[config.mk]
export PLATFORM = sky130hd
export DESIGN_NAME = llpf_ram
export DESIGN_NICKNAME = d
export VERILOG_FILES = /design/src/hdl/llpf_ram.sv
export SDC_FILE = /design/constraint.sdc
export NUM_CORES = 2
export LEC_CHECK = 0
export BUFFER_PORTS_ARGS = -buffer_cell sky130_fd_sc_hd__buf_4
export CAP_MARGIN = 20
export CORE_ASPECT_RATIO = 0.9
export CORE_MARGIN = 1.5
export CORE_UTILIZATION = 55
export CTS_CLUSTER_SIZE = 8
export DETAILED_ROUTE_END_ITERATION = 12
export GPL_ROUTABILITY_DRIVEN = 1
export HOLD_SLACK_MARGIN = 0.02
export PLACE_DENSITY = 0.72
export SYNTH_ARGS = -nofsm -noshare
export SYNTH_HDL_FRONTEND = slang
export SYNTH_SLANG_ARGS = --single-unit
[constraint.sdc]
create_clock -name clk -period 2.9 [get_ports clk]
set_clock_uncertainty 0.1 [all_clocks]
set_input_delay 0.435 -clock clk [delete_from_list [all_inputs] [get_ports clk]]
set_output_delay 0.435 -clock clk [all_outputs]
set_load 0.01 [all_outputs]
[src/hdl/llpf_ram.sv]
// ----------------------------------------------------------------------------
// Generic RAM
// One write port, two read ports, read data registered.
// ----------------------------------------------------------------------------
module llpf_ram #(
  parameter int WIDTH = 8,
  parameter int DEPTH = 256
) (
  input  logic                     clk,
  input  logic                     we,
  input  logic [$clog2(DEPTH)-1:0] waddr,
  input  logic [WIDTH-1:0]         wdata,
  input  logic [$clog2(DEPTH)-1:0] raddr_a,
  output logic [WIDTH-1:0]         rdata_a,
  input  logic [$clog2(DEPTH)-1:0] raddr_b,
  output logic [WIDTH-1:0]         rdata_b
);

  logic [WIDTH-1:0] mem [DEPTH];

  // Write and registered reads
  always_ff @(posedge clk) begin
    if (we) begin
      mem[waddr] <= wdata;
    end
    rdata_a <= mem[raddr_a];
    rdata_b <= mem[raddr_b];
  end

endmodule

-- Yosys cells after proc, flatten, opt, wreduce, memory -nomap -nowiden
Memories as Yosys holds them, arrays and structs flattened. A register that Yosys moved wholly into a read port is not among the register bits.
Cells that the tools add are included.
- register bits after elaboration: 0
- bits in writable memories: 2048
- output and inout bits: 16
- word-level logic and storage cells: 3
- memories kept: 1
- mux-type cells: 2
- memories (memory ; depth ; width ; rd ports ; clocked after Yosys merged registers in ; write ports ; RTL line ; RTL):
    mem ; 256 ; 8 ; 2 ; 2 ; 1 ; 19 ; logic [WIDTH-1:0] mem [DEPTH];
- operator list (kind ; count):
    2-to-1 mux 1 bit ; 2

-- Logic depth before layout (Yosys ltp)
- word-level depth: 2
- gate-level depth with buffers: 12
- gate-level depth less buffers: 6

-- Worst setup path before layout
OpenSTA, ideal clock, no wires.
- path kind: input to register
- from: in raddr_b[0]
- to: reg rdata_b[0], read port of mem
- arrival time: 2.336 ns
- setup slack: 0.324 ns
- cell stages on the path: 9
- buffers on the path: 3
- cell sequence: buf_4 buf_6 buf_2 mux4_2 mux4_2 nand2_1 a21oi_1 a21oi_1 a221oi_2
- RTL lines (item ; RTL line ; RTL):
    from (decl) ; 15 ; input logic [$clog2(DEPTH)-1:0] raddr_b,
    to (decl) ; 16 ; output logic [WIDTH-1:0] rdata_b

==> impl_results.md <==
* Clk Latency, worst-skew pair at 940 ps
* Synth Area per Inst at 20.0 sq um
* Row count at 146
* Relative slew slack at 23.4%
* Max_cap viols at 0
* Routed WL at 313 mm
* Core Area at ~0.18 sq mm
* Mapped Nets at 4881
* TritonCTS clock tree: built
* Vias per inst at a little over 7
* Post-synth ARST share at 0%
* CP Class: reg2reg
* Layout cells sized above 1 at roughly two fifths
* CP most frequent cell: buf_4
* Peak Freq at 0.350 GHz
* Largest net degree at the start of global routing at 102
* Nets@finish at between 5000 and 6000
* Yosys top cell by area: edfxtp_1
* Cts bufs inserted at between 300 and 400
* Warnings, synthesis at 0
* Drt pass-1 iters at 6
* Delay-heaviest family, CP: compound AO/OA/AOI/OAI gates
* Power density cells at about 620 mW/mm^2
* Clock slew at reported path FFs at 50 ps
* Die Wd at roughly 450 microns
* Synth Flop Type: edfxtp_1
* Routed len/inst at 37.9 microns
* Post-synthesis cell area at 0.0970 sq mm
* Setup violators final at 0
* Design area at 0.115 sq mm
* CTS max path bufs at 4
* Worst Path Buf+Inv at 2
* Fin cells at 8239
* Setup crit end kind: flop
* Global-route wire length before repair at between 400 and 500 mm
* Total GRT Usage at a little over a third
* WP data required at 3600 ps
* Die ar. at 0.179 sq mm
* CP Launch Type: flop
* Hold Crit Start: wdata[1]
* Sequential area share after synthesis at between 60% and 70%
* Max Slew Vio Count at 0
* Drt initial violations at 10000
* Period utilization at a little over nine tenths
* Critical Path Max Stage Delay at between 500 and 600 ps
* Vias post-DR at ~60000
* H-Tree Depth at 5
* Fin crit period at 2860 ps
* Crit. Startpoint: mem[86][5]
* Initial Util at around 55%
* Worst path slowest cell: o32ai_1
* Setup total negative slack at 0 ps
* Placed cell areas at between 0.1 and 0.15 sq mm
* Post-Syn Instances at 4847
* Fin. Hold Viols at 0
* Gr ovfl total at 0
* Synth cell count leaders: edfxtp_1, mux4_2, nor2_1, mux2i_1, clkbuf_1
* Crit path max fanout at 2
* I/O pin count at 50
* Root buf cell: clkbuf_16
* Port buffer count at just under 50
* Distinct cell type count after synthesis at 65
* Antenna violations before repair at 14
* Post-route DRC at 0
* FF-to-FF setup slack at 40 ps
* Flip-flop and latch count after synthesis at 2064
* Vias in the first global route at 60000
* Status: finished, final reports clean
* Crit-path cells: mux4_2 -> a22o_1 -> a221oi_1 -> buf_4 -> o22ai_1 -> o32ai_1 -> buf_4 -> nor3_1
* Worst hold path class: in2reg
* Top-count cell post-synth: edfxtp_1
* Peak supply drop at 0.618 mV
* Remaining antenna violation count at 0
* Placed cells at just under 8000
* Worst-margin pin slew at roughly 1100 ps
* Num Clock Sinks at approximately 2100
* Min Hold Slack at 91.0 ps
* Worst EP arrival at 3560 ps
* Placer Congestion at around 0.97
* Chip Height at 401 microns
* Worst R2R Start: mem[86][5]
* Post-synth EDFFs at ~2000
* Area share of the largest cell type after synthesis at a little under two thirds
* P_leak at 38.1 nW
* Area Growth Syn to Fin at 18.5%
* Synth area leaders: edfxtp_1, mux4_2, mux2i_1
* Detailed placer's ending HPWL at 213 mm
-- cell type report --
type | instances | area, sq um
repair buffers | 1030 | 9450
diodes | 8 | 20.0
flip-flops and latches | 2064 | 61800
clock inverters | 5 | 42.5
fillers | 11400 | 60600
well taps | 2368 | 2960
inverters | 6 | 26.3
clock buffers | 376 | 8070
multi-input cells | 2382 | 32500
-- layout by cell type (no fill, tap or decap), types with 7 or more instances in the layout --
| cell | count |
|---|---|
| edfxtp_1 | 2048 |
| mux4_2 | 1051 |
| buf_4 | 878 |
| clkbuf_16 | 313 |
| nor2_1 | 298 |
| mux2i_1 | 236 |
| buf_12 | 128 |
| nand2_1 | 114 |
| a21oi_1 | 79 |
| o221ai_1 | 65 |
| clkbuf_1 | 63 |
| a22oi_1 | 62 |
| nand3_1 | 52 |
| o22ai_1 | 48 |
| mux2_2 | 38 |
| o21ai_0 | 34 |
| a221oi_1 | 32 |
| a211oi_1 | 27 |
| nor2b_1 | 26 |
| a22o_1 | 22 |
| nor3_1 | 21 |
| dfxtp_1 | 16 |
| nand4_1 | 13 |
| o211ai_1 | 13 |
| and2_1 | 12 |
| o31ai_1 | 11 |
| nand2b_1 | 10 |
| a221o_1 | 10 |
| a2bb2oi_1 | 9 |
| clkbuf_8 | 9 |
| diode_2 | 8 |
| dlygate4sd3_1 | 8 |
| nor4_1 | 7 |
| nor3b_1 | 7 |
-- layer usage --
layer	vias up	track usage (%)	share of wire (%)
met5	-	0	0.023
met4	10	18.0	5.8
met3	908	10.3	14
met2	4875	52.6	46
met1	30900	47.7	34
li1	22900	-	-
-- worst reg2reg max path: cells and delay by family (launching register included) --
kind	cells	cell delay, ps
AOI/OAI and AO/OA	4	1210
buffers and inverters	2	470
muxes	1	520
and+or+nand+nor	1	90
DFF	1	380
-- report_power, final --
group / switching, mW / internal [mW]
combinational: 3.67 / 2.81
clock: 12.2 / 19.1
sequential: 0.116 / 33.0
-- state kept, by name (all words and copies together) (netlist names) --
register / cells
mem: 2048
rdata_a: 8
rdata_b: 8
-- worst paths after layout --
check	endpoint	depth (start not counted)
hold reg to reg	rdata_b[0]	5
setup / recovery	rdata_a[5]	8
hold / removal	mem[83][1]	1
setup reg to reg	rdata_a[5]	8
-- logic make-up after synthesis --
group / Yosys count / synth area share (%)
mux: 1325 / 27.3
simple gates: 591 / 2.70
compound gates: 466 / 3.54
buf+inv: 401 / 2.73
flops: 2064 / 63.7
-- metrics by stage --
step | power (mW) | setup slack, ps | utilization, %
6_report | 70.9 | 44.4 | 65.5
3_5_place_dp | 39.9 | -950 | 60.8
5_1_grt | 72.3 | -0.695 | 65.5
2_1_floorplan | 36.8 | 324 | -
4_1_cts | 70.9 | 130 | 65.4
3_3_place_gp | 39.9 | -1300 | 60.8
-- what timing repair did --
action	in CTS	in global routing
buffers inserted	0	0
hold endpoints to repair	142	0
setup endpoints to repair	1	0
hold buffers	8	0
resized for setup	1	0
No activity file was read; power rests on OpenSTA's default activity.
